<file path="config.mk">
export PLATFORM = sky130hd
export DESIGN_NAME = scmi_perf_level_responder_flat
export DESIGN_NICKNAME = d
export VERILOG_FILES = /design/src/scmi_plr_pkg.sv /design/src/scmi_plr_if.sv /design/src/scmi_perf_level_responder.sv /design/src/flat_wrapper.sv
export SDC_FILE = /design/constraint.sdc
export NUM_CORES = 1
export LEC_CHECK = 0
export ABC_AREA = 0
export BUFFER_PORTS_ARGS = -buffer_cell sky130_fd_sc_hd__buf_2
export CORE_MARGIN = 10
export CORE_UTILIZATION = 50
export CTS_CLUSTER_DIAMETER = 40
export CTS_CLUSTER_SIZE = 30
export DETAILED_ROUTE_END_ITERATION = 10
export PLACE_DENSITY = 0.71
export SYNTH_ARGS = -nofsm -noshare
export SYNTH_HDL_FRONTEND = slang
export SYNTH_SLANG_ARGS = --single-unit
</file>
<file path="constraint.sdc">
create_clock -name clk_i -period 6.1 [get_ports clk_i]
set_clock_uncertainty 0.05 [all_clocks]
set_input_delay 0.305 -clock clk_i [delete_from_list [all_inputs] [get_ports clk_i]]
set_output_delay 0.305 -clock clk_i [all_outputs]
set_load 0.01 [all_outputs]
</file>
<file path="src/scmi_plr_pkg.sv">
// ----------------------------------------------------------------------------
// scmi_plr_pkg
// shared codes, constants and helpers of the scmi perf level responder
// ----------------------------------------------------------------------------
package scmi_plr_pkg;

  // protocol numbers
  localparam logic [7:0] PROTO_BASE = 8'd16;
  localparam logic [7:0] PROTO_PERF = 8'd19;

  // base protocol messages
  localparam logic [7:0] BASE_MSG_VERSION    = 8'd0;
  localparam logic [7:0] BASE_MSG_ATTRIBUTES = 8'd1;
  localparam logic [7:0] BASE_MSG_VENDOR     = 8'd3;
  localparam logic [7:0] BASE_MSG_SUBVENDOR  = 8'd4;
  localparam logic [7:0] BASE_MSG_PROTO_LIST = 8'd6;
  localparam logic [7:0] BASE_MSG_AGENT      = 8'd7;

  // perf protocol messages
  localparam logic [7:0] PERF_MSG_VERSION      = 8'd0;
  localparam logic [7:0] PERF_MSG_ATTRIBUTES   = 8'd1;
  localparam logic [7:0] PERF_MSG_DOMAIN_ATTRS = 8'd3;
  localparam logic [7:0] PERF_MSG_DESC_LEVELS  = 8'd4;
  localparam logic [7:0] PERF_MSG_LEVEL_SET    = 8'd7;
  localparam logic [7:0] PERF_MSG_LEVEL_GET    = 8'd8;

  // fixed payload words
  localparam logic [31:0] PROTO_VERSION   = 32'h0001_0000;
  localparam logic [31:0] BASE_ATTRS      = 32'h0000_0101;
  localparam logic [31:0] SUSTAINED_KHZ   = 32'd1000000;
  localparam logic [31:0] DOM_ATTR_FLAGS  = 32'hC000_0000;
  localparam logic [31:0] VENDOR_W0       = 32'h546E_6558;
  localparam logic [31:0] VENDOR_W1       = 32'h706F_6F72;
  localparam logic [31:0] VENDOR_W2       = 32'h0000_0073;
  localparam logic [31:0] SUBVENDOR_W0    = 32'h656E_6552;
  localparam logic [31:0] SUBVENDOR_W1    = 32'h0073_6173;
  localparam logic [31:0] AGENT_W0        = 32'h004E_4558;
  localparam logic [31:0] DOM_NAME_PREFIX = 32'h7570_6376;  // "vcpu"
  localparam logic [31:0] LEVEL_LATENCY   = 32'd1;

  // levels described per reply page
  localparam int unsigned LEVELS_PER_REPLY = 5;

  typedef enum logic [1:0] {
    ST_SUCCESS        = 2'd0,
    ST_NOT_SUPPORTED  = 2'd1,
    ST_INVALID_PARAMS = 2'd2,
    ST_OUT_OF_RANGE   = 2'd3
  } status_e;

  function automatic logic [31:0] status_word(status_e st);
    logic [31:0] w;
    case (st)
      ST_SUCCESS:        w = 32'h0000_0000;
      ST_NOT_SUPPORTED:  w = 32'hFFFF_FFFF;
      ST_INVALID_PARAMS: w = 32'hFFFF_FFFE;
      ST_OUT_OF_RANGE:   w = 32'hFFFF_FFFB;
      default:           w = 32'h0000_0000;
    endcase
    return w;
  endfunction

endpackage

</file>
<file path="src/scmi_plr_if.sv">
// ----------------------------------------------------------------------------
// scmi_plr_if
// request and response channels of the scmi perf level responder
// ----------------------------------------------------------------------------
interface scmi_plr_req_if;
  logic        valid;
  logic        ready;
  logic [7:0]  protocol_id;
  logic [7:0]  message_id;
  logic [31:0] first_arg;
  logic [31:0] second_arg;

  modport source (output valid, output protocol_id, output message_id,
                  output first_arg, output second_arg, input ready);
  modport sink   (input valid, input protocol_id, input message_id,
                  input first_arg, input second_arg, output ready);
endinterface

interface scmi_plr_rsp_if;
  logic        valid;
  logic        ready;
  logic [31:0] word;
  logic [4:0]  word_index;
  logic        last;
  logic [1:0]  status;
  logic [6:0]  byte_length;
  logic        level_changed;
  logic [2:0]  changed_domain;
  logic [3:0]  new_level;

  modport source (output valid, output word, output word_index, output last,
                  output status, output byte_length, output level_changed,
                  output changed_domain, output new_level, input ready);
  modport sink   (input valid, input word, input word_index, input last,
                  input status, input byte_length, input level_changed,
                  input changed_domain, input new_level, output ready);
endinterface

</file>
<file path="src/scmi_perf_level_responder.sv">
// status: a request's status word is shown once the sequencer has passed decode (S_EVAL) into S_EMIT
// response: n = 1..17 words, one per cycle while rsp.ready is high, after the level memory read
//   registered at request transfer and the decode; no new request is taken until the last word
// reset: all domain levels read as zero (per-entry valid bits), domain count is 1,
//   the block is ready for a request in the first cycle after reset
// ----------------------------------------------------------------------------
// scmi_perf_level_responder
// scmi base and perf protocol agent keeping one performance level per domain
// ----------------------------------------------------------------------------
module scmi_perf_level_responder
  import scmi_plr_pkg::*;
#(
  parameter int unsigned MAX_DOMAINS = 8,
  parameter int unsigned LEVEL_COUNT = 16
) (
  input  logic        clk_i,
  input  logic        rst_ni,
  input  logic        cfg_we_i,
  input  logic [3:0]  cfg_wdata_i,
  scmi_plr_req_if.sink   req,
  scmi_plr_rsp_if.source rsp
);

  // level memory address and stored level widths
  localparam int unsigned AW  = (MAX_DOMAINS > 1) ? $clog2(MAX_DOMAINS) : 1;
  localparam int unsigned LVW = $clog2(LEVEL_COUNT);
  // width of a 1-based level (1..LEVEL_COUNT)
  localparam int unsigned LCW = $clog2(LEVEL_COUNT + 1);
  localparam int unsigned ND_CAP = (MAX_DOMAINS < 15) ? MAX_DOMAINS : 15;

  // one-hot sequencer
  typedef enum logic [2:0] {
    S_IDLE = 3'b001,
    S_EVAL = 3'b010,
    S_EMIT = 3'b100
  } state_e;

  // shape of the payload beyond the first data word
  typedef enum logic [2:0] {
    K_PLAIN,
    K_VENDOR,
    K_SUBVENDOR,
    K_PROTO_LIST,
    K_DOM_ATTR,
    K_LEVELS
  } kind_e;

  state_e state_q, state_d;

  // configuration
  logic [3:0] dom_cnt_q;

  // latched request
  logic [7:0]  proto_q, msg_q;
  logic [31:0] a_q, b_q;

  // level memory, valid bits and registered read port
  logic [LVW-1:0]         lvl_mem [MAX_DOMAINS];
  logic [MAX_DOMAINS-1:0] lvl_vld_q;
  logic [LVW-1:0]         rd_q;
  logic                   rd_vld_q;

  // response context
  status_e     st_q, st_d;
  kind_e       kind_q, kind_d;
  logic [31:0] w1_q, w1_d;
  logic [6:0]  len_q, len_d;
  logic [4:0]  nwords_q;
  logic        chg_q, chg_d;
  logic [2:0]  chg_dom_q;
  logic [3:0]  chg_lvl_q;
  logic [15:0] name_q, name_d;
  logic [LCW-1:0] pv_q;
  logic [1:0]  phase_q;
  logic [4:0]  idx_q;

  logic        req_xfer, rsp_xfer, mem_we;
  logic [AW-1:0] rd_addr, wr_addr;
  logic [3:0]  nd;
  logic        dom_ok;
  logic [LVW-1:0] level_rd;
  logic [31:0] b_m1;
  logic [31:0] left, ret32, rem32;
  logic [3:0]  ret;
  logic [3:0]  a_lo;
  logic [2*LCW-1:0] pv_sq;
  logic [31:0] word;

  assign req.ready = state_q[0];
  assign req_xfer  = req.valid && req.ready;
  assign rsp_xfer  = rsp.valid && rsp.ready;

  assign rd_addr = req.first_arg[AW-1:0];
  assign wr_addr = a_q[AW-1:0];

  // ---------------------------------------------------------------------------
  // configuration register
  // ---------------------------------------------------------------------------
  always_ff @(posedge clk_i or negedge rst_ni) begin
    if (!rst_ni) begin
      dom_cnt_q <= 4'd1;
    end else if (cfg_we_i) begin
      dom_cnt_q <= cfg_wdata_i;
    end
  end

  // effective domain count, capped by the memory depth
  assign nd = (int'(dom_cnt_q) < MAX_DOMAINS) ? dom_cnt_q : 4'(ND_CAP);

  // ---------------------------------------------------------------------------
  // level memory: read on request transfer, written back during decode
  // ---------------------------------------------------------------------------
  always_ff @(posedge clk_i) begin
    if (mem_we) begin
      lvl_mem[wr_addr] <= b_m1[LVW-1:0];
    end
    if (req_xfer) begin
      rd_q <= lvl_mem[rd_addr];
    end
  end

  always_ff @(posedge clk_i or negedge rst_ni) begin
    if (!rst_ni) begin
      lvl_vld_q <= '0;
      rd_vld_q  <= 1'b0;
    end else begin
      if (mem_we) begin
        lvl_vld_q[wr_addr] <= 1'b1;
      end
      if (req_xfer) begin
        rd_vld_q <= lvl_vld_q[rd_addr];
      end
    end
  end

  // an entry never written reads as level zero
  assign level_rd = rd_vld_q ? rd_q : '0;

  // ---------------------------------------------------------------------------
  // request latch
  // ---------------------------------------------------------------------------
  always_ff @(posedge clk_i) begin
    if (req_xfer) begin
      proto_q <= req.protocol_id;
      msg_q   <= req.message_id;
      a_q     <= req.first_arg;
      b_q     <= req.second_arg;
    end
  end

  // ---------------------------------------------------------------------------
  // decode: status, first data word, length and level update
  // ---------------------------------------------------------------------------
  assign dom_ok = a_q < {28'd0, nd};
  assign b_m1   = b_q - 32'd1;
  assign a_lo   = a_q[3:0];

  // level page: levels left from the index and levels in this page
  assign left  = 32'(LEVEL_COUNT) - b_q;
  assign ret32 = (left < 32'(LEVELS_PER_REPLY)) ? left : 32'(LEVELS_PER_REPLY);
  assign rem32 = (left > 32'(LEVELS_PER_REPLY)) ? left - 32'(LEVELS_PER_REPLY) : 32'd0;
  assign ret   = ret32[3:0];

  // domain name digits after the "vcpu" prefix, little-endian bytes
  always_comb begin
    if (a_lo < 4'd10) begin
      name_d = {8'h00, 8'h30 + {4'd0, a_lo}};
    end else begin
      name_d = {8'h30 + {4'd0, a_lo - 4'd10}, 8'h31};
    end
  end

  always_comb begin
    st_d   = ST_SUCCESS;
    kind_d = K_PLAIN;
    w1_d   = '0;
    len_d  = 7'd8;
    chg_d  = 1'b0;
    mem_we = 1'b0;
    case (proto_q)
      PROTO_BASE: begin
        case (msg_q)
          BASE_MSG_VERSION: begin
            w1_d  = PROTO_VERSION;
            len_d = 7'd12;
          end
          BASE_MSG_ATTRIBUTES: begin
            w1_d  = BASE_ATTRS;
            len_d = 7'd12;
          end
          BASE_MSG_VENDOR: begin
            w1_d   = VENDOR_W0;
            kind_d = K_VENDOR;
            len_d  = 7'd18;
          end
          BASE_MSG_SUBVENDOR: begin
            w1_d   = SUBVENDOR_W0;
            kind_d = K_SUBVENDOR;
            len_d  = 7'd16;
          end
          BASE_MSG_PROTO_LIST: begin
            if (a_q == 32'd0) begin
              w1_d   = 32'd1;
              kind_d = K_PROTO_LIST;
              len_d  = 7'd16;
            end else begin
              st_d = ST_OUT_OF_RANGE;
            end
          end
          BASE_MSG_AGENT: begin
            w1_d  = AGENT_W0;
            len_d = 7'd12;
          end
          default: st_d = ST_NOT_SUPPORTED;
        endcase
      end
      PROTO_PERF: begin
        case (msg_q)
          PERF_MSG_VERSION: begin
            w1_d  = PROTO_VERSION;
            len_d = 7'd12;
          end
          PERF_MSG_ATTRIBUTES: begin
            w1_d  = {28'd0, nd};
            len_d = 7'd24;
          end
          PERF_MSG_DOMAIN_ATTRS: begin
            if (dom_ok) begin
              w1_d   = DOM_ATTR_FLAGS;
              kind_d = K_DOM_ATTR;
              len_d  = 7'd40;
            end else begin
              st_d = ST_OUT_OF_RANGE;
            end
          end
          PERF_MSG_DESC_LEVELS: begin
            // a negative index reads as a large value and fails here
            if (!dom_ok || b_q >= 32'(LEVEL_COUNT)) begin
              st_d = ST_OUT_OF_RANGE;
            end else begin
              w1_d   = {rem32[15:0], ret32[15:0]};
              kind_d = K_LEVELS;
              len_d  = 7'd12 + 7'd12 * {3'd0, ret};
            end
          end
          PERF_MSG_LEVEL_SET: begin
            if (!dom_ok) begin
              st_d = ST_OUT_OF_RANGE;
            end else if (b_q == 32'd0 || b_q > 32'(LEVEL_COUNT)) begin
              st_d = ST_INVALID_PARAMS;
            end else if (level_rd != b_m1[LVW-1:0]) begin
              // write back only on a real change, which raises the event
              mem_we = state_q[1];
              chg_d  = 1'b1;
            end
          end
          PERF_MSG_LEVEL_GET: begin
            if (dom_ok) begin
              w1_d  = 32'(level_rd) + 32'd1;
              len_d = 7'd12;
            end else begin
              st_d = ST_OUT_OF_RANGE;
            end
          end
          default: st_d = ST_NOT_SUPPORTED;
        endcase
      end
      default: st_d = ST_NOT_SUPPORTED;
    endcase
    // any failure leaves the status word only
    if (st_d != ST_SUCCESS) begin
      len_d  = 7'd8;
      kind_d = K_PLAIN;
    end
  end

  // ---------------------------------------------------------------------------
  // sequencer
  // ---------------------------------------------------------------------------
  always_comb begin
    state_d = state_q;
    case (state_q)
      S_IDLE:  if (req_xfer) state_d = S_EVAL;
      S_EVAL:  state_d = S_EMIT;
      S_EMIT:  if (rsp_xfer && rsp.last) state_d = S_IDLE;
      default: state_d = S_IDLE;
    endcase
  end

  always_ff @(posedge clk_i or negedge rst_ni) begin
    if (!rst_ni) begin
      state_q <= S_IDLE;
      idx_q   <= '0;
      phase_q <= '0;
    end else begin
      state_q <= state_d;
      if (state_q == S_EVAL) begin
        idx_q   <= '0;
        phase_q <= '0;
      end else if (rsp_xfer) begin
        idx_q <= idx_q + 5'd1;
        // level triplets start at the third word
        if (idx_q >= 5'd2) begin
          phase_q <= (phase_q == 2'd2) ? 2'd0 : phase_q + 2'd1;
        end
      end
    end
  end

  // response context, captured at the end of decode
  always_ff @(posedge clk_i) begin
    if (state_q == S_EVAL) begin
      st_q      <= st_d;
      kind_q    <= kind_d;
      w1_q      <= w1_d;
      len_q     <= len_d;
      nwords_q  <= 5'((len_d - 7'd1) >> 2);
      chg_q     <= chg_d;
      chg_dom_q <= chg_d ? a_q[2:0] : 3'd0;
      chg_lvl_q <= chg_d ? b_m1[3:0] : 4'd0;
      name_q    <= name_d;
      pv_q      <= b_q[LCW-1:0] + LCW'(1);
    end else if (rsp_xfer && idx_q >= 5'd2 && phase_q == 2'd2) begin
      pv_q <= pv_q + LCW'(1);
    end
  end

  // ---------------------------------------------------------------------------
  // response word select
  // ---------------------------------------------------------------------------
  assign pv_sq = pv_q * pv_q;

  always_comb begin
    word = '0;
    if (idx_q == 5'd0) begin
      word = status_word(st_q);
    end else if (idx_q == 5'd1) begin
      word = w1_q;
    end else begin
      case (kind_q)
        K_VENDOR: begin
          if (idx_q == 5'd2) word = VENDOR_W1;
          if (idx_q == 5'd3) word = VENDOR_W2;
        end
        K_SUBVENDOR: begin
          if (idx_q == 5'd2) word = SUBVENDOR_W1;
        end
        K_PROTO_LIST: begin
          if (idx_q == 5'd2) word = {24'd0, PROTO_PERF};
        end
        K_DOM_ATTR: begin
          case (idx_q)
            5'd3:    word = SUSTAINED_KHZ;
            5'd4:    word = 32'(LEVEL_COUNT / 2);
            5'd5:    word = DOM_NAME_PREFIX;
            5'd6:    word = {16'd0, name_q};
            default: word = '0;
          endcase
        end
        K_LEVELS: begin
          // value, power, latency per level
          case (phase_q)
            2'd0:    word = 32'(pv_q);
            2'd1:    word = 32'(pv_sq);
            2'd2:    word = LEVEL_LATENCY;
            default: word = '0;
          endcase
        end
        default: word = '0;
      endcase
    end
  end

  assign rsp.valid          = state_q[2];
  assign rsp.word           = word;
  assign rsp.word_index     = idx_q;
  assign rsp.last           = (idx_q == nwords_q - 5'd1);
  assign rsp.status         = st_q;
  assign rsp.byte_length    = len_q;
  assign rsp.level_changed  = chg_q;
  assign rsp.changed_domain = chg_dom_q;
  assign rsp.new_level      = chg_lvl_q;

`ifndef ASSERT_OFF
  // no new request while a response is being sent
  a_no_overlap: assert property (@(posedge clk_i) disable iff (!rst_ni)
    rsp.valid |-> !req.ready)
    else $error("request taken during response");

  // the final word returns the sequencer to idle
  a_last_idle: assert property (@(posedge clk_i) disable iff (!rst_ni)
    rsp.valid && rsp.ready && rsp.last |=> state_q == S_IDLE)
    else $error("sequencer not idle after final word");

  // a change event only on a successful response
  a_chg_ok: assert property (@(posedge clk_i) disable iff (!rst_ni)
    rsp.valid && rsp.level_changed |-> rsp.status == ST_SUCCESS)
    else $error("change event with failing status");

  // the first word is the status word of the reported status
  a_status_word: assert property (@(posedge clk_i) disable iff (!rst_ni)
    rsp.valid && rsp.word_index == 5'd0 |-> rsp.word == status_word(st_q))
    else $error("status word mismatch");

  // a failing response is the status word alone
  a_fail_short: assert property (@(posedge clk_i) disable iff (!rst_ni)
    rsp.valid && rsp.status != ST_SUCCESS |-> rsp.last && rsp.byte_length == 7'd8)
    else $error("failing response longer than status word");
`endif

endmodule
</file>
<file path="src/flat_wrapper.sv">
// flat-port wrapper written by rule: the top's interface ports become plain ports
module scmi_perf_level_responder_flat import scmi_plr_pkg::*;
#(
  parameter int unsigned MAX_DOMAINS = 8,
  parameter int unsigned LEVEL_COUNT = 16
)
  (clk_i, rst_ni, cfg_we_i, cfg_wdata_i, req_valid, req_protocol_id, req_message_id, req_first_arg, req_second_arg, req_ready, rsp_valid, rsp_word, rsp_word_index, rsp_last, rsp_status, rsp_byte_length, rsp_level_changed, rsp_changed_domain, rsp_new_level, rsp_ready);
  scmi_plr_req_if req_i ();
  scmi_plr_rsp_if rsp_i ();
  input  logic clk_i;
  input  logic rst_ni;
  input  logic cfg_we_i;
  input  logic [3:0] cfg_wdata_i;
  input wire logic [$bits(req_i.valid)-1:0] req_valid;
  input wire logic [$bits(req_i.protocol_id)-1:0] req_protocol_id;
  input wire logic [$bits(req_i.message_id)-1:0] req_message_id;
  input wire logic [$bits(req_i.first_arg)-1:0] req_first_arg;
  input wire logic [$bits(req_i.second_arg)-1:0] req_second_arg;
  output wire logic [$bits(req_i.ready)-1:0] req_ready;
  output wire logic [$bits(rsp_i.valid)-1:0] rsp_valid;
  output wire logic [$bits(rsp_i.word)-1:0] rsp_word;
  output wire logic [$bits(rsp_i.word_index)-1:0] rsp_word_index;
  output wire logic [$bits(rsp_i.last)-1:0] rsp_last;
  output wire logic [$bits(rsp_i.status)-1:0] rsp_status;
  output wire logic [$bits(rsp_i.byte_length)-1:0] rsp_byte_length;
  output wire logic [$bits(rsp_i.level_changed)-1:0] rsp_level_changed;
  output wire logic [$bits(rsp_i.changed_domain)-1:0] rsp_changed_domain;
  output wire logic [$bits(rsp_i.new_level)-1:0] rsp_new_level;
  input wire logic [$bits(rsp_i.ready)-1:0] rsp_ready;
  assign req_i.valid = req_valid;
  assign req_i.protocol_id = req_protocol_id;
  assign req_i.message_id = req_message_id;
  assign req_i.first_arg = req_first_arg;
  assign req_i.second_arg = req_second_arg;
  assign req_ready = req_i.ready;
  assign rsp_valid = rsp_i.valid;
  assign rsp_word = rsp_i.word;
  assign rsp_word_index = rsp_i.word_index;
  assign rsp_last = rsp_i.last;
  assign rsp_status = rsp_i.status;
  assign rsp_byte_length = rsp_i.byte_length;
  assign rsp_level_changed = rsp_i.level_changed;
  assign rsp_changed_domain = rsp_i.changed_domain;
  assign rsp_new_level = rsp_i.new_level;
  assign rsp_i.ready = rsp_ready;
  scmi_perf_level_responder #(.MAX_DOMAINS(MAX_DOMAINS), .LEVEL_COUNT(LEVEL_COUNT)) u_core (.clk_i(clk_i), .rst_ni(rst_ni), .cfg_we_i(cfg_we_i), .cfg_wdata_i(cfg_wdata_i), .req(req_i), .rsp(rsp_i));
endmodule
</file>
==> metrics.md, run 1 <==
| Metric | Value |
|---|---|
| Status | finished, final reports clean |
| CTS Root Cell | clkbuf_16 |
| Number of max-cap violations | 0 |
| Minimum clock period | 5660 ps |
| Worst skew pair latency | 550 ps |
| Critical-path cell list | inv_1 > ha_1 > or3b_1 > a211oi_1 > o211ai_1 > a2111oi_2 > o2111ai_1 > nand4b_1 > or2_4 > ha_1 > fa_1 > xor2_1 > nand2_1 > or4_1 > or3_1 > and3b_1 > o2111ai_1 > xnor2_1 |
| M3 GR Usage | 5.26% |
| CP delay by family, top | simple AND/OR/NAND/NOR gates |
| Critical Path Max Stage Delay | 510 ps |
| Ys async rst share | 11.0% |
| HPWL after detailed placement | 20.5 mm |
| Highest clock rate | 177 MHz |
| Setup_tns | 0 ps |
| Worst vdd ir | 0.259 mV |
| First drt pass iteration count | 6 |
| Worst Hold Class | in -> reg |
| Mapped Avg Cell Area | 11.5 um^2 |
| Max-slew violations | 0 |
| Wire per inst | 20.0 um |
| Worst Setup SP | u_core.b_q[0] |
| CP bufs+invs | 1 |
| Met1 GRT Util | 26.5% |
| #FFs+latches synth | 209 |
| GRT Total Usage | 20.4% |
| Mapped Cells | 967 |
| P&R area growth vs syn | 25.6% |
| Commonest non-fill, non-tap cell in the layout | edfxtp_1 |
| Starting Density | 50.9% |
| Critical Setup Path Class | reg -> reg |
| Grt peak-use layer | met2 |
| RR Startpoint | u_core.b_q[0] |
| Htree depth | 1 |
| Share of cells above drive strength 1 | 20.8% |
| Placer Congestion | 0.936 |
| Initial detailed-routing violation count | 822 |
| Via density | 5.79 |
| CTS tree | done |
| CP Capture Type | flop |
| Critical Path RT | 6350 ps |
| Worst-case clock buffer depth | 3 |
| First-pass GRT wire length | 47.3 mm |
| Total leakage power | 5.55 nW |
| Synth Warn # | 0 |
| Startpoint types | flop |
| Die area | 0.0286 mm^2 |
| Number of enable flip-flop cells after synthesis | 186 |
| Fin crit share | 92.8% |
| Beginning of the worst hold path | cfg_we_i |
| Power per cell area | 371 mW/mm^2 |
| Cell Area, Synth | 0.0111 mm^2 |
| Vias in the first global route | 8670 |
| Commonest non-fill, non-tap cells in the layout | 186 x edfxtp_1, 144 x buf_2, 83 x dlygate4sd3_1 |
| GR Util met2 | 33.1% |
| Post-route ant nets | 0 |
| RSZ-0062 raised after global routing | no |
| CORE AREA | 0.0219 mm^2 |
| Power Total | 5.19 mW |
| Die H | 169 um |
| Rows | 54 |
| Fin nets | 1325 |
| Post-CTS setup buffer count | 0 |
| Initial antenna violation count | 2 |
| CP Max Fanout | 11 |
| Ys flop type | edfxtp_1 |
| GRT overflow | 0 |
| Ports | 146 |
| Largest net degree at the start of global routing | 83 |
| Number of distinct library cells after synthesis | 89 |
| Final setup fails | 0 |
| TritonCTS Buffers | 29 |
| Final Hold Vio Count | 0 |
| Die width | 169 um |
| Clk sinks | 209 |
| Tightest Pin Transition | 1030 ps |
| Crit path max-delay cell type | or3b_1 |
| Clock slew at reported path FFs | 60 ps |
| Sequential share of the synthesized area | 55.3% |
| # DRC | 0 |
| Port Buffers | 144 |
| Total number of vias | 8694 |
| Post-Route WL | 30.1 mm |
| Relative slew slack | 31.0% |
| Crit path DAT | 5910 ps |
==> layer usage <==
layer  vias to the layer above  part of all wire, %
li1                       4080                    -
met3                        59                  8.5
met4                         2                  2.5
met2                       391                   47
met1                      4162                   42
met5                         -                0.040
==> stage by stage <==
stage                     util, %  std cells  area [um^2]  setup slack (ps)  hold WS (ps)
after floorplan                 -        974        11200               805         -40.6
after global placement       55.4       1364        12100               675           301
after detailed placement     55.4       1364        12100               505           315
after CTS                    63.9       1501        14000               490          25.6
after global routing         63.9       1502        14000               107          43.1
final                        63.9       1502        14000               439          40.6
==> kinds of logic (layout without fill, tap and decap cells) <==
| family | after synthesis | after routing | share of synthesized area, % |
|---|---|---|---|
| AOI/OAI and AO/OA | 192 | 192 | 12.0 |
| other | 1 | 9 | 0.0337 |
| buffers and inverters | 98 | 345 | 3.55 |
| and+or+nand+nor | 351 | 351 | 16.9 |
| xor gates and xnor gates | 50 | 50 | 3.93 |
| muxes | 28 | 28 | 3.73 |
| DFF | 209 | 209 | 55.3 |
| adders and majority gates | 38 | 38 | 4.54 |
==> cells in the mapped netlist (4+ instances only) <==
cell       instances  share of area (%)
a21o_1            15                1.0
a21oi_1           48                2.2
a221oi_1          10               0.79
a22oi_1            5               0.34
a31oi_1           10               0.56
and2_1            23                1.3
and3_1             5               0.28
buf_4              4               0.27
clkbuf_1          33                1.1
dfrtp_1           21                4.7
edfxtp_1         186                 50
fa_1               4               0.72
ha_1              34                3.8
inv_1             54                1.8
mux2_2             8               0.81
mux2i_1           10               0.90
mux4_2            10                2.0
nand2_1           82                2.8
nand2b_1          14               0.79
nand3_1           21               0.94
nand3b_1           7               0.47
nand4_1            9               0.51
nand4b_1           6               0.47
nor2_1            77                2.6
nor2b_1           13               0.73
nor3_1            23                1.0
nor3b_1            6               0.40
nor4_1            20                1.1
o2111ai_1          7               0.55
o211ai_1           5               0.34
o21a_1             4               0.27
o21ai_0           34                1.5
o21bai_1           6               0.40
o31ai_1            6               0.40
o32ai_1            4               0.31
or2_2              8               0.45
or3_1              7               0.39
or4_1              5               0.34
xnor2_1           33                2.6
xor2_1            17                1.3
==> layout make-up <==
type                            count  area, um^2
Fill cell                        1698        7900
Tap cell                          280         350
Multi-Input combinational cell    667        4620
Inverter                           55         208
Clock buffer                       30         729
Timing Repair Buffer              236        1620
Sequential cell                   209        6160
Clock inverter                     24         304
Antenna cell                        1        2.50
==> report_power, final <==
part	internal (mW)	leakage (nW)	switching, mW
sequential	1.81	2.08	0.177
clock	1.04	0.499	0.721
combinational	0.557	2.98	0.888
total	3.41	5.55	1.79
==> state kept, by name (all words and copies together), names as in the netlist, 8 cells and up <==
| name | count |
|---|---|
| u_core.proto_q | 8 |
| u_core.name_q | 9 |
| u_core.lvl_vld_q | 8 |
| u_core.b_q | 32 |
| u_core.a_q | 32 |
| u_core.lvl_mem | 32 |
| u_core.msg_q | 8 |
| u_core.w1_q | 32 |
==> what timing repair did <==
item	in CTS	in global routing
hold buffers	83	0
gates resized for setup	0	0
endpoints found under the hold margin	102	0
==> worst paths after layout <==
kind / end / slack, ps / cells after the start
worst max-delay path: u_core.nwords_q[4] / 440 / 18
worst min-delay path: u_core.dom_cnt_q[2] / 40 / 2
worst max register to register: u_core.nwords_q[4] / 440 / 18
worst min register to register: u_core.lvl_vld_q[4] / 400 / 1
max in group asynchronous: u_core.phase_q[0] / 5310 / 2
min in group asynchronous: u_core.rd_vld_q / 260 / 2
Power figures use the tool's default switching activity.
==> inputs of run 2 (changes only) <==
Settings changed: CELL_PAD_IN_SITES_DETAIL_PLACEMENT set to 1, CELL_PAD_IN_SITES_GLOBAL_PLACEMENT set to 1, CORE_UTILIZATION 50 to 47, PLACE_DENSITY 0.71 to not set, PLACE_DENSITY_LB_ADDON set to 0.1, SKIP_LAST_GASP set to 1.
==> run 2 against run 1 <==
Compared with the run above:
- die area increased by 5.6%
- first-iteration DRC count shrank 17%
- largest power group unchanged
- via count up 2.5%
- global-route usage increased by 2.2 points
==> metrics.md, run 2 (same netlist as run 1, synthesis figures left out) <==
| Metric | Value |
|---|---|
| Status | finished, final reports clean |
| Commonest non-fill, non-tap cell in the layout | edfxtp_1 |
| CP Capture Type | flop |
| RSZ-0062 raised after global routing | no |
| CP bufs+invs | 2 |
| Fin nets | 1335 |
| Die area | 0.0303 mm^2 |
| Total number of vias | 8914 |
| Worst skew pair latency | 570 ps |
| Critical Path RT | 6350 ps |
| First drt pass iteration count | 5 |
| Switch share | 34.6% |
| Pint | 3.49 mW |
| FF-to-FF path depth | 19 |
| Wire per inst | 22.6 um |
| Gate power share | 28.1% |
| Fillers | 2493 |
| Port Buffers | 144 |
| Largest net degree at the start of global routing | 69 |
| TritonCTS Buffers | 31 |
| Htree depth | 1 |
| Final setup fails | 0 |
| Ports | 146 |
| Total leakage power | 5.60 nW |
| Rows | 56 |
| Highest clock rate | 171 MHz |
| Minimum clock period | 5830 ps |
| First-pass GRT wire length | 55.2 mm |
| Placer Congestion | 0.891 |
| Via density | 5.74 |
| Fin crit share | 95.6% |
| Worst-case clock buffer depth | 3 |
| Worst Hold Class | in -> reg |
| Initial detailed-routing violation count | 686 |
| CP delay by family, top | simple AND/OR/NAND/NOR gates |
| # DRC | 0 |
| Share of cells above drive strength 1 | 21.4% |
| CTS tree | done |
| Die width | 174 um |
| Met3 wire len | 1.89 mm |
| Post-Route WL | 35.1 mm |
| Critical Setup Path Class | reg -> reg |
| Commonest non-fill, non-tap cells in the layout | 186 x edfxtp_1, 144 x buf_2, 87 x dlygate4sd3_1 |
| Clock slew at reported path FFs | 60 ps |
| Clk sinks | 209 |
| CORE AREA | 0.0234 mm^2 |
| Post-route ant nets | 0 |
| Multi-input logic area | 0.00462 mm^2 |
| Worst vdd ir | 0.299 mV |
| Wl on met1 | 14.4 mm |
| Final Hold Vio Count | 0 |
| Startpoint types | flop |
| Power per cell area | 376 mW/mm^2 |
| Fin cells | 1553 |
| CTS Root Cell | clkbuf_16 |
| GRT Total Usage | 22.6% |
| Crit path DAT | 6080 ps |
| P&R area growth vs syn | 27.3% |
| Relative slew slack | 21.8% |
| Tightest Pin Transition | 1160 ps |
| Number of max-cap violations | 0 |
| Crit path max-delay cell type | or4_1 |
| Levels on crit path | 19 |
| Top Metal Used | met5 |
| Critical-path cell list | clkinvlp_4 > ha_1 > buf_4 > nor3b_2 > o21ai_2 > nor2_1 > or4_1 > a31oi_1 > nand4b_1 > or2_4 > ha_1 > fa_1 > xor2_1 > nand2_1 > or4_1 > or3_1 > and3b_1 > o2111ai_1 > xnor2_1 |
| Starting Density | 47.6% |
| Power Total | 5.34 mW |
| Initial antenna violation count | 2 |
| Max-slew violations | 0 |
| Register area | 0.00616 mm^2 |
| GRT overflow | 0 |
| Psw | 1.84 mW |
| Worst hold stages | 1 |
| Clock Power Share | 34.4% |
| Setup_tns | 0 ps |
| WHS | 30.1 ps |
| HPWL after detailed placement | 23.6 mm |
| Placed cells | 1403 |
| CP Max Fanout | 11 |
| Met2 Routed Length | 18.0 mm |
| Vias in the first global route | 9595 |
| Critical Path Max Stage Delay | 520 ps |
| Seq pwr share | 37.5% |
| Die H | 174 um |
[run 2: cell count changes in the layout (fill, tap and decap cells not counted), sizes merged]
cell / change
buf: +4
clkbuf: +7
clkinv: -2
clkinvlp: +3
dlygate4sd3: +4
inv: -4
[run 2: final timing paths]
path / slack [ps] / end / from
setup / recovery: 270 / u_core.nwords_q[4] / u_core.b_q[0]
hold / removal: 30 / u_core.a_q[2] / req_first_arg[2]
setup reg to reg: 270 / u_core.nwords_q[4] / u_core.b_q[0]
hold reg to reg: 410 / u_core.lvl_vld_q[0] / u_core.lvl_vld_q[0]
max in group asynchronous: 5340 / u_core.rsp.word_index[1] / rst_ni
min in group asynchronous: 240 / u_core.dom_cnt_q[1] / rst_ni
[run 2: layer usage]
metal | vias to the layer above | track usage, %
li1 | 4103 | -
met4 | 2 | 5.95
met1 | 4475 | 27.8
met2 | 278 | 40.2
met3 | 56 | 4.01
met5 | - | 0
[run 2: layout make-up]
type	instances	share of cell area [%]
clock inverter	21	1.85
timing repair buffer	244	11.9
tap	319	2.81
antenna	1	0.0176
clock buffer	37	5.84
multi-input combinational	667	32.6
inverter	55	1.49
sequential	209	43.5
[run 2: power by group through the flow]
stage	clock, mW	sequential [mW]	combinational [mW]
6_report	1.83	2.00	1.50
5_1_grt	1.93	2.02	1.66
4_1_cts	1.85	1.99	1.50
3_5_place_dp	0	2.02	1.44
3_3_place_gp	0	2.01	1.41
2_1_floorplan	0	1.94	0.935
[run 2: repair_timing]
item / 4_1_cts / 5_1_grt
resized for setup: 0 / 2
buffers inserted: 0 / 4
hold buffers: 87 / 0
endpoints found under the setup margin: 0 / 2
hold endpoints to repair: 102 / 0
[run 2: per-stage QoR]
stage / worst slack [ps] / utilization [%] / cell area, um^2
after floorplan: 805 / - / 11200
after global placement: 602 / 52.0 / 12200
after detailed placement: 421 / 52.0 / 12200
after CTS: 260 / 60.4 / 14100
after global routing: 53.2 / 60.6 / 14200
final: 268 / 60.6 / 14200
[run 2: worst reg2reg max path, cell delays in order, from the launching register on]
cell        delay [ps]
edfxtp_1           400
clkinvlp_4         250
ha_1               310
buf_4              180
nor3b_2            180
o21ai_2            470
nor2_1             140
or4_1              520
a31oi_1            210
nand4b_1           250
or2_4              340
ha_1               210
fa_1               460
xor2_1             280
nand2_1            100
or4_1              410
or3_1              400
and3b_1            220
o2111ai_1          100
xnor2_1            100
==> inputs of run 3 (changes only) <==
Settings changed: CORE_UTILIZATION 47 to 35, GPL_TIMING_DRIVEN set to 0.
==> run 3 against run 2 <==
Compared with the run above:
- highest routed layer is now met4
- total power is 2.3% higher
- first-iteration DRC count is 28% lower
- critical path type unchanged
- die area is 30% higher
- non-clock buffer count is 35 higher
==> metrics.md, run 3 (same netlist as run 1, synthesis figures left out) <==
| Metric | Value |
|---|---|
| P&R area growth vs syn | 30.4% |
| # DRC | 0 |
| Die area | 0.0394 mm^2 |
| Placer Congestion | 0.835 |
| Worst R2R End | u_core.nwords_q[4] |
| CP bufs+invs | 4 |
| Via density | 5.18 |
| Final setup fails | 0 |
| Critical Path Most Common Cell | ha_1 |
| Initial detailed-routing violation count | 494 |
| Highest clock rate | 176 MHz |
| Total leakage power | 5.69 nW |
| CP delay by family, top | simple AND/OR/NAND/NOR gates |
| Largest net degree at the start of global routing | 77 |
| Die width | 198 um |
| Worst-case clock buffer depth | 3 |
| Met2 Routed Length | 16.9 mm |
| Worst vdd ir | 0.268 mV |
| First drt pass iteration count | 5 |
| Crit path DAT | 5900 ps |
| Critical-path cell list | clkbuf_4 > clkinvlp_4 > ha_1 > buf_4 > or3b_1 > clkbuf_2 > a211oi_1 > o211ai_1 > a2111oi_2 > o2111ai_2 > nand4b_1 > or2_4 > ha_1 > fa_1 > xor2_2 > nand2_1 > or4_1 > or3_1 > and3b_1 > o2111ai_1 > xnor2_1 |
| RR Startpoint | u_core.b_q[0] |
| Worst hold stages | 1 |
| Ports | 146 |
| CP Capture Type | flop |
| Placed cells | 1522 |
| Placed Area | 0.0125 mm^2 |
| Rows | 65 |
| Clock slew at reported path FFs | 60 ps |
| Status | finished, final reports clean |
| Commonest non-fill, non-tap cells in the layout | 186 x edfxtp_1, 147 x buf_2, 85 x dlygate4sd3_1 |
| Initial antenna violation count | 0 |
| Tightest Pin Transition | 1240 ps |
| Top Metal Used | met4 |
| Number of max-cap violations | 0 |
| Port Buffers | 144 |
| Worst skew pair latency | 530 ps |
| Worst Hold Class | in -> reg |
| Commonest non-fill, non-tap cell in the layout | edfxtp_1 |
| WHS | 51.5 ps |
| Design area | 0.0145 mm^2 |
| GRT overflow | 0 |
| Wl on met1 | 15.4 mm |
| Starting Density | 35.4% |
| Critical Path RT | 6330 ps |
| # diodes | 0 |
| Post-Route WL | 34.9 mm |
| CP Max Fanout | 10 |
| HPWL after detailed placement | 25.5 mm |
| Beginning of the worst hold path | req_first_arg[2] |
| CTS Root Cell | clkbuf_16 |
| CTS tree | done |
| Worst reg-to-reg setup slack | 430 ps |
| Critical Setup Path Class | reg -> reg |
| Met3 wire len | 1.86 mm |
| Minimum clock period | 5670 ps |
| GRT Total Usage | 17.9% |
| Post-route ant nets | 0 |
| Wire per inst | 20.8 um |
| Utilization after layout | 46.2% |
| First-pass GRT wire length | 54.3 mm |
| Final Hold Vio Count | 0 |
| Power per cell area | 376 mW/mm^2 |
| TritonCTS Buffers | 35 |
| Clk sinks | 209 |
| Crit path max-delay cell type | edfxtp_1 |
| Max-slew violations | 0 |
| Critical Path Max Stage Delay | 460 ps |
| Share of cells above drive strength 1 | 21.4% |
| Fin crit share | 92.9% |
| Total number of vias | 8674 |
| Htree depth | 2 |
| RSZ-0062 raised after global routing | no |
| FF-to-FF path depth | 21 |
| Startpoint types | flop |
| Fin cells | 1676 |
| Die H | 198 um |
| CORE AREA | 0.0315 mm^2 |
| Fin nets | 1374 |
| Worst Hold Path EP | u_core.a_q[2] |
| Relative slew slack | 15.8% |
| Vias in the first global route | 9414 |
## run 3: cell count changes in the layout (fill, tap and decap cells not counted), moves of 2 or more
cell,previous run,this run
buf_16,0,2
buf_2,144,147
buf_4,13,9
clkbuf_1,3,35
clkbuf_16,31,35
clkbuf_4,0,2
clkbuf_8,3,0
clkinv_1,0,3
dlygate4sd3_1,87,85
## run 3: worst max path at each step
stage,cells past startpoint,to,slack (ps),from
final,21,u_core.nwords_q[4],430,u_core.b_q[0]
after global routing,21,u_core.nwords_q[4],80,u_core.b_q[0]
after CTS,22,u_core.nwords_q[4],190,u_core.b_q[0]
after detailed placement,21,u_core.nwords_q[4],-350,u_core.b_q[0]
after global placement,20,u_core.nwords_q[4],-290,u_core.b_q[0]
after floorplan,21,u_core.nwords_q[4],800,u_core.b_q[0]
## run 3: stage by stage
step	setup WS, ps	power [mW]	setup TNS (ps)
floorplan	805	2.88	0
global placement	-292	3.52	-718
detailed placement	-352	3.54	-855
CTS	185	5.53	0
global route	77.7	5.77	0
finish	430	5.46	0
## run 3: area by class of cell
class                           count  area, um^2
Fill cell                        3411       16900
Sequential cell                   209        6160
Multi-Input combinational cell    667        4640
Timing Repair Buffer              236        1660
Clock buffer                       39         891
Tap cell                          402         503
Clock inverter                     25         259
Inverter                           55         213
Buffer                             43         196
## run 3: timing repair
action | CTS | global route
gates cloned | 0 | 0
gates resized for setup | 2 | 6
hold endpoints to repair | 104 | 0
setup buffers | 3 | 2
pin swaps | 0 | 1
endpoints found under the setup margin | 3 | 3
hold buffers | 85 | 0
## run 3: per-layer routing
layer / up-vias / global-route usage [%]
met2: 182 / 29.7
met4: 0 / 5.64
met3: 46 / 3.95
met5: - / 0
met1: 4276 / 22.6
li1: 4170 / -
## run 3: worst reg2reg max path: stages, from the launching register on
cell and delay (ps):
edfxtp_1 460, clkbuf_4 260, clkinvlp_4 100, ha_1 130, buf_4 160, or3b_1 350, clkbuf_2 200, a211oi_1 280
o211ai_1 150, a2111oi_2 410, o2111ai_2 190, nand4b_1 260, or2_4 300, ha_1 210, fa_1 460, xor2_2 240
nand2_1 80, or4_1 380, or3_1 380, and3b_1 200, o2111ai_1 100, xnor2_1 100
## run 3: power by group
part	switching, mW	total, mW	leakage (nW)	internal [mW]
Sequential	0.137	1.94	2.08	1.81
Clock	0.743	1.91	0.549	1.17
Combinational	1.01	1.60	3.07	0.591
Total	1.89	5.46	5.69	3.57
